===== config.mk =====
export PLATFORM = sky130hd
export DESIGN_NAME = qpd_ctrl
export DESIGN_NICKNAME = d
export VERILOG_FILES = /design/src/hdl/qpd_pkg.sv /design/src/hdl/qpd_ctrl.sv
export SDC_FILE = /design/constraint.sdc
export NUM_CORES = 1
export LEC_CHECK = 0
export ABC_AREA = 1
export BUFFER_PORTS_ARGS = -buffer_cell sky130_fd_sc_hd__buf_2
export CORE_MARGIN = 10
export CORE_UTILIZATION = 30
export DETAILED_ROUTE_END_ITERATION = 16
export PLACE_DENSITY = 0.52
export REMOVE_ABC_BUFFERS = 1
export SYNTH_ARGS = -nofsm -noshare
export SYNTH_HDL_FRONTEND = slang
export SYNTH_SLANG_ARGS = --single-unit

===== constraint.sdc =====
create_clock -name i_clk -period 1.8 [get_ports i_clk]
set_clock_uncertainty 0.2 [all_clocks]
set_input_delay 0.36 -clock i_clk [delete_from_list [all_inputs] [get_ports i_clk]]
set_output_delay 0.36 -clock i_clk [all_outputs]
set_load 0.005 [all_outputs]

===== src/hdl/qpd_pkg.sv =====
// ----------------------------------------------------------------------------
// qpd_pkg
// Shared constants, types and tables of the quaternion PD attitude torque core.
// ----------------------------------------------------------------------------
package qpd_pkg;

    // cordic iteration count and its index width
    localparam int CORDIC_ITERATIONS = 16;
    localparam int CIW               = $clog2(CORDIC_ITERATIONS);

    // iterative unit step counts
    localparam int SQRT_STEPS = 32;
    localparam int DIV_STEPS  = 64;

    // operation codes of the input word
    localparam logic OP_RATE = 1'b0;
    localparam logic OP_ATT  = 1'b1;

    // configuration register indexes
    localparam logic CFG_KP = 1'b0;
    localparam logic CFG_KD = 1'b1;

    // fixed point constants
    localparam logic [31:0]        GAIN_RESET   = 32'd76800000;
    localparam logic [63:0]        ONE_Q30      = 64'd1 << 30;
    localparam logic [63:0]        ERR_LIMIT    = 64'd1 << 33;
    localparam logic [63:0]        ONE_SQ_Q60   = 64'd1 << 60;
    localparam logic [30:0]        SIN_EPS      = 31'd1073;
    localparam logic signed [57:0] OUT_MAX      = (58'sd1 <<< 47) - 58'sd1;
    localparam logic signed [57:0] OUT_MIN      = -(58'sd1 <<< 47);

    // atan(2^-i) in Q0.30, first entries
    localparam logic [29:0] ATAN_HEAD [10] = '{
        30'd843314856, 30'd497837829, 30'd263043836, 30'd133525158, 30'd67021686,
        30'd33543515,  30'd16775850,  30'd8388437,   30'd4194282,   30'd2097149
    };

    // multiplier operand selection
    typedef enum logic [2:0] {
        MUL_SQ    = 3'd0,
        MUL_EW    = 3'd1,
        MUL_THETA = 3'd2,
        MUL_KP    = 3'd3,
        MUL_KD    = 3'd4
    } t_mul_sel;

    typedef enum logic {
        SQRT_NORM = 1'b0,
        SQRT_SIN  = 1'b1
    } t_sqrt_sel;

    typedef enum logic {
        DIV_NORM = 1'b0,
        DIV_ERR  = 1'b1
    } t_div_sel;

    // commands from the controller to the datapath
    typedef struct packed {
        logic            load_att;
        logic            load_rate;
        logic            acc_en;
        logic            mul_en;
        t_mul_sel        mul_sel;
        logic            sqrt_start;
        t_sqrt_sel       sqrt_sel;
        logic            store_s;
        logic            div_start;
        t_div_sel        div_sel;
        logic            store_c;
        logic            zero_c;
        logic            cordic_init;
        logic            cordic_step;
        logic            theta_en;
        logic            store_e;
        logic            store_p;
        logic            store_sum;
        logic            out_load;
        logic [1:0]      k;
        logic [CIW-1:0]  iter;
    } t_dp_cmd;

    // status from the datapath to the controller
    typedef struct packed {
        logic norm_zero;
        logic sqrt_done;
        logic div_done;
        logic small_sin;
    } t_dp_stat;

    // cordic angle table entry
    function automatic logic [29:0] atan_entry(input logic [CIW-1:0] idx);
        logic [29:0] v;
        v = '0;
        if (int'(idx) < 10) begin
            v = ATAN_HEAD[idx];
        end else if (int'(idx) < 31) begin
            v = 30'((32'd1 << (30 - int'(idx))) - 32'd1);
        end
        return v;
    endfunction

endpackage


===== src/hdl/qpd_ctrl.sv =====
// ----------------------------------------------------------------------------
// qpd_ctrl
// Controller: sequences one attitude word through the shared datapath units
// and owns the input and output handshakes.
// ----------------------------------------------------------------------------
module qpd_ctrl (
    input  logic               i_clk,
    input  logic               i_rst_n,
    input  logic               i_in_valid,
    output logic               o_in_stall,
    input  logic               i_operation,
    output logic               o_out_valid,
    input  logic               i_out_stall,
    output qpd_pkg::t_dp_cmd   o_cmd,
    input  qpd_pkg::t_dp_stat  i_stat
);
    import qpd_pkg::*;

    typedef enum logic [19:0] {
        ST_IDLE    = 20'h00001,
        ST_SQ_MUL  = 20'h00002,
        ST_SQ_ACC  = 20'h00004,
        ST_N_SQRT  = 20'h00008,
        ST_N_WAIT  = 20'h00010,
        ST_N_DIV   = 20'h00020,
        ST_N_DWAIT = 20'h00040,
        ST_EW_MUL  = 20'h00080,
        ST_S_SQRT  = 20'h00100,
        ST_S_WAIT  = 20'h00200,
        ST_CORDIC  = 20'h00400,
        ST_THETA   = 20'h00800,
        ST_E_MUL   = 20'h01000,
        ST_E_DIV   = 20'h02000,
        ST_E_WAIT  = 20'h04000,
        ST_E_STORE = 20'h08000,
        ST_P_MUL   = 20'h10000,
        ST_PD_MUL  = 20'h20000,
        ST_SUM     = 20'h40000,
        ST_OUT     = 20'h80000
    } t_state;

    t_state         r_state;
    t_state         n_state;
    logic [1:0]     r_k;
    logic [1:0]     n_k;
    logic [CIW-1:0] r_iter;
    logic [CIW-1:0] n_iter;
    logic           r_out_valid;
    logic           in_acc;
    logic           out_acc;

    assign in_acc  = i_in_valid && (r_state == ST_IDLE);
    assign out_acc = r_out_valid && !i_out_stall;

    // next state and datapath commands
    always_comb begin
        n_state    = r_state;
        n_k        = r_k;
        n_iter     = r_iter;
        o_cmd      = '0;
        o_cmd.k    = r_k;
        o_cmd.iter = r_iter;
        case (r_state)
            ST_IDLE: begin
                if (in_acc) begin
                    if (i_operation == OP_ATT) begin
                        o_cmd.load_att = 1'b1;
                        n_k            = 2'd0;
                        n_state        = ST_SQ_MUL;
                    end else begin
                        o_cmd.load_rate = 1'b1;
                    end
                end
            end
            ST_SQ_MUL: begin
                o_cmd.mul_en  = 1'b1;
                o_cmd.mul_sel = MUL_SQ;
                n_state       = ST_SQ_ACC;
            end
            ST_SQ_ACC: begin
                o_cmd.acc_en = 1'b1;
                if (r_k == 2'd3) begin
                    n_k     = 2'd0;
                    n_state = ST_N_SQRT;
                end else begin
                    n_k     = r_k + 2'd1;
                    n_state = ST_SQ_MUL;
                end
            end
            // zero quaternion skips normalization
            ST_N_SQRT: begin
                if (i_stat.norm_zero) begin
                    o_cmd.zero_c = 1'b1;
                    n_state      = ST_EW_MUL;
                end else begin
                    o_cmd.sqrt_start = 1'b1;
                    o_cmd.sqrt_sel   = SQRT_NORM;
                    n_state          = ST_N_WAIT;
                end
            end
            ST_N_WAIT: begin
                if (i_stat.sqrt_done) begin
                    o_cmd.store_s = 1'b1;
                    n_k           = 2'd0;
                    n_state       = ST_N_DIV;
                end
            end
            ST_N_DIV: begin
                o_cmd.div_start = 1'b1;
                o_cmd.div_sel   = DIV_NORM;
                n_state         = ST_N_DWAIT;
            end
            ST_N_DWAIT: begin
                if (i_stat.div_done) begin
                    o_cmd.store_c = 1'b1;
                    if (r_k == 2'd3) begin
                        n_k     = 2'd0;
                        n_state = ST_EW_MUL;
                    end else begin
                        n_k     = r_k + 2'd1;
                        n_state = ST_N_DIV;
                    end
                end
            end
            ST_EW_MUL: begin
                o_cmd.mul_en  = 1'b1;
                o_cmd.mul_sel = MUL_EW;
                n_state       = ST_S_SQRT;
            end
            ST_S_SQRT: begin
                o_cmd.sqrt_start = 1'b1;
                o_cmd.sqrt_sel   = SQRT_SIN;
                n_state          = ST_S_WAIT;
            end
            ST_S_WAIT: begin
                if (i_stat.sqrt_done) begin
                    o_cmd.cordic_init = 1'b1;
                    n_iter            = '0;
                    n_state           = ST_CORDIC;
                end
            end
            ST_CORDIC: begin
                o_cmd.cordic_step = 1'b1;
                if (r_iter == CIW'(CORDIC_ITERATIONS - 1)) begin
                    n_state = ST_THETA;
                end else begin
                    n_iter = r_iter + CIW'(1);
                end
            end
            ST_THETA: begin
                o_cmd.theta_en = 1'b1;
                n_k            = 2'd0;
                n_state        = ST_E_MUL;
            end
            // per axis: error term, then P and D products
            ST_E_MUL: begin
                o_cmd.mul_en  = 1'b1;
                o_cmd.mul_sel = MUL_THETA;
                n_state       = ST_E_DIV;
            end
            ST_E_DIV: begin
                if (i_stat.small_sin) begin
                    n_state = ST_E_STORE;
                end else begin
                    o_cmd.div_start = 1'b1;
                    o_cmd.div_sel   = DIV_ERR;
                    n_state         = ST_E_WAIT;
                end
            end
            ST_E_WAIT: begin
                if (i_stat.div_done) begin
                    n_state = ST_E_STORE;
                end
            end
            ST_E_STORE: begin
                o_cmd.store_e = 1'b1;
                n_state       = ST_P_MUL;
            end
            ST_P_MUL: begin
                o_cmd.mul_en  = 1'b1;
                o_cmd.mul_sel = MUL_KP;
                n_state       = ST_PD_MUL;
            end
            ST_PD_MUL: begin
                o_cmd.store_p = 1'b1;
                o_cmd.mul_en  = 1'b1;
                o_cmd.mul_sel = MUL_KD;
                n_state       = ST_SUM;
            end
            ST_SUM: begin
                o_cmd.store_sum = 1'b1;
                if (r_k == 2'd2) begin
                    n_state = ST_OUT;
                end else begin
                    n_k     = r_k + 2'd1;
                    n_state = ST_E_MUL;
                end
            end
            // wait for a free output register
            ST_OUT: begin
                if (!r_out_valid || !i_out_stall) begin
                    o_cmd.out_load = 1'b1;
                    n_state        = ST_IDLE;
                end
            end
            default: begin
                n_state = ST_IDLE;
            end
        endcase
    end

    // state and output valid
    always_ff @(posedge i_clk) begin
        if (!i_rst_n) begin
            r_state     <= ST_IDLE;
            r_k         <= '0;
            r_iter      <= '0;
            r_out_valid <= 1'b0;
        end else begin
            r_state <= n_state;
            r_k     <= n_k;
            r_iter  <= n_iter;
            if (o_cmd.out_load) begin
                r_out_valid <= 1'b1;
            end else if (out_acc) begin
                r_out_valid <= 1'b0;
            end
        end
    end

    assign o_in_stall  = (r_state != ST_IDLE);
    assign o_out_valid = r_out_valid;

    // square root finishes only while it is awaited
    a_sqrt_done_awaited: assert property (@(posedge i_clk) disable iff (!i_rst_n)
        i_stat.sqrt_done |-> (r_state == ST_N_WAIT || r_state == ST_S_WAIT))
        else $error("square root finished outside a wait state");

    // divider finishes only while it is awaited
    a_div_done_awaited: assert property (@(posedge i_clk) disable iff (!i_rst_n)
        i_stat.div_done |-> (r_state == ST_N_DWAIT || r_state == ST_E_WAIT))
        else $error("divider finished outside a wait state");

    // a pending result is never overwritten
    a_no_overwrite: assert property (@(posedge i_clk) disable iff (!i_rst_n)
        (o_cmd.out_load && r_out_valid) |-> !i_out_stall)
        else $error("output word overwritten while stalled");

    // an attitude word starts the sequence, a rate word does not
    a_att_start: assert property (@(posedge i_clk) disable iff (!i_rst_n)
        (in_acc && i_operation == OP_ATT) |=> (r_state == ST_SQ_MUL))
        else $error("attitude word did not start the sequence");

    a_rate_idle: assert property (@(posedge i_clk) disable iff (!i_rst_n)
        (in_acc && i_operation == OP_RATE) |=> (r_state == ST_IDLE))
        else $error("rate word left idle");

endmodule


==> out/metrics.cfg <==
[clock_network]
clkSinkCount=27
clkTransAtPathRegs_ps=110
cts_max_level=1
clockBufferDepth=2
cts_buffers=3
root_buffer=clkbuf_8
clock_latency_ps=280
cts_tree=done

[final_layout]
final_common_cell=buf_4
nFillCells=638
regArea_um2=563
multi_input_area_um2=1570
syn_to_final_growth_pct=78.9
fin_area_um2=3660
finalNetCount=472
final_cell_mix=buf_4 (88), nand2_1 (51), inv_1 (50)
drive_above_1_share_pct=58.6
layout.cells.non_filler=539
diodes=0

[critical_path]
cp_slowest_cell=dfxtp_2
worst_setup_path_end_kind=output port
critPathKind=register to output port
path_cells=nor2_4, nand2_4, nor2_4, nand2_4, inv_4, nand4_1, nand3_1, nor2_2, inv_1, buf_2
slowest_delay_ps=350
worst_r2r_path_depth=15
crit_required_ps=1240
crit_fanout=4
worstPathArrival_ps=1730
start_kind=register

[logic_synthesis]
synth_edf_count=0
post_synth.cell_area_avg_um2=6.45
yosysUniqueCellTypes=30
synthArstFlopShare_pct=0
synth_ff_type=dfxtp_1
synth-seq-area-share_pct=26.4
synth_seq_cells=27
syn-cell-area_um2=2040
synthCells=317
synth_warnings=0

[grt]
gr-total-overflow=0
grt_pass1_wl_um=10900
antenna_found_initial=0
grt_pass1_vias=2375
groute.usage.overall_pct=13.0
grt_max_degree=20

[floorplan]
chipWidth_um=103
core-area_um2=6720
ios=38
dieArea_um2=10500
num_rows=30
initial_core_util_pct=30.4
die_h_um=103

[sta]
layout_worst_path_cycle_share_pct=127
worst_pin_slew_ps=409
setup_viol=47
timing.fmax_mhz=437
period_needed_ps=2290
slew_headroom_pct=72.7
setup_slack_ps=-491
hold_viol_final=0
holdWs_ps=136
rsz0062_at_grt=true
drv_slew=0

[placement]
routabilityCongestion=0.920
place_ws_ps=-168
place_inst=498
dp_hpwl_um=5120
placed_cell_area_um2=2810
io_buffers=37

[pwr]
p_int_mw=2.81
powerDensity_nw_per_um2=1480
combPwrFrac_pct=78.1
power_switching_share_pct=48.1
clock_power_share_pct=7.0
leakagePower_nw=1.98
p_total_mw=5.41
ir_drop_uv=930
p_sw_mw=2.60
pwr-share-seq_pct=14.9

[run]
cap_viol_max_count=0

[drt]
drt_iter0_markers=94
vias_per_cell=4.71
wl_um=7480
num_vias=2538
drc=0
firstDrtPassIters=4
wire_per_inst_um=13.9
drtAntennaViolNets=0

[worst_hold_path]
hold_depth=3
holdCritPathClass=primary input to register

[outcome]
violations=setup timing
status=finished with violations

-- cells in the mapped netlist (all sizes together) (3+ instances only) --
cell,number,area [um^2]
a21oi,8,40.0
and3,3,18.8
buf,5,53.8
dfxtp,27,541
ha,3,37.5
inv,65,249
nand2,68,298
nand3,40,255
nand3b,10,95.1
nand4,7,43.8
nor2,58,283
nor3,8,40.0
o21ai,9,45.0
-- worst paths after layout --
| kind | from | endpoint | slack [ps] |
|---|---|---|---|
| setup / recovery | r_state[12] | o_cmd[23] | -490 |
| hold / removal | i_out_stall | o_out_valid | 140 |
| setup reg to reg | r_state[4] | r_state[4] | -310 |
| hold reg to reg | o_out_valid | o_out_valid | 280 |
-- worst max-delay path: cells and delay by family (launching register included) --
kind / cells / cell delay [ps]
buffers and inverters: 3 / 210
flip-flops: 1 / 350
AND/OR/NAND/NOR: 7 / 880
-- timing repair --
item	4_1_cts	5_1_grt
setup endpoints to repair	47	47
hold buffers	0	0
gates cloned	1	0
pin swaps	26	32
setup buffers	21	21
gates resized for setup	79	63
-- metal layers --
layer  up-vias  global-route usage [%]  share of wire [%]
met5         -                       0                  0
met2        41                    24.7                 55
met4         0                    4.23                2.1
met1      1211                    14.3                 39
li1       1275                       -                  -
met3        11                    1.74                3.4
-- metrics by stage --
stage,setup TNS (ps),utilization (%)
2_1_floorplan,-1020,-
3_3_place_gp,-4530,41.8
3_5_place_dp,-4300,41.8
4_1_cts,-9960,48.3
5_1_grt,-17420,54.4
6_report,-13410,54.4
-- flip-flops by register name, summed over array words and instances (netlist names) --
name and cells:
o_out_valid 1, r_k 2, r_state 20, r_iter 4
-- power groups by stage --
stage                     Clock (mW)  Combinational, mW  Sequential (mW)
after floorplan                    0               1.65            0.779
after global placement             0               2.72            0.777
after detailed placement           0               2.72            0.781
after CTS                      0.386               3.50            0.801
after global routing           0.407               4.56            0.818
final                          0.381               4.22            0.804
-- logic make-up (layout without fill, tap and decap cells) --
logic type      after synthesis  in the layout  synth area share [%]
compound gates               18             18                  4.47
xor+xnor                      1              1                 0.428
fa+ha+maj                     3              3                  1.84
buf+inv                      71            213                  15.0
flops                        27             27                  26.4
simple gates                197            197                  51.8
-- final cells by class --
class,count,share of cell area (%)
Multi-Input combinational cell,219,42.9
Timing Repair Buffer,143,30.4
Sequential cell,27,15.4
Inverter,65,7.08
Tap cell,80,2.74
Clock buffer,4,1.23
Timing Repair inverter,1,0.239
Note: power is estimated with default switching activity, not from simulation.
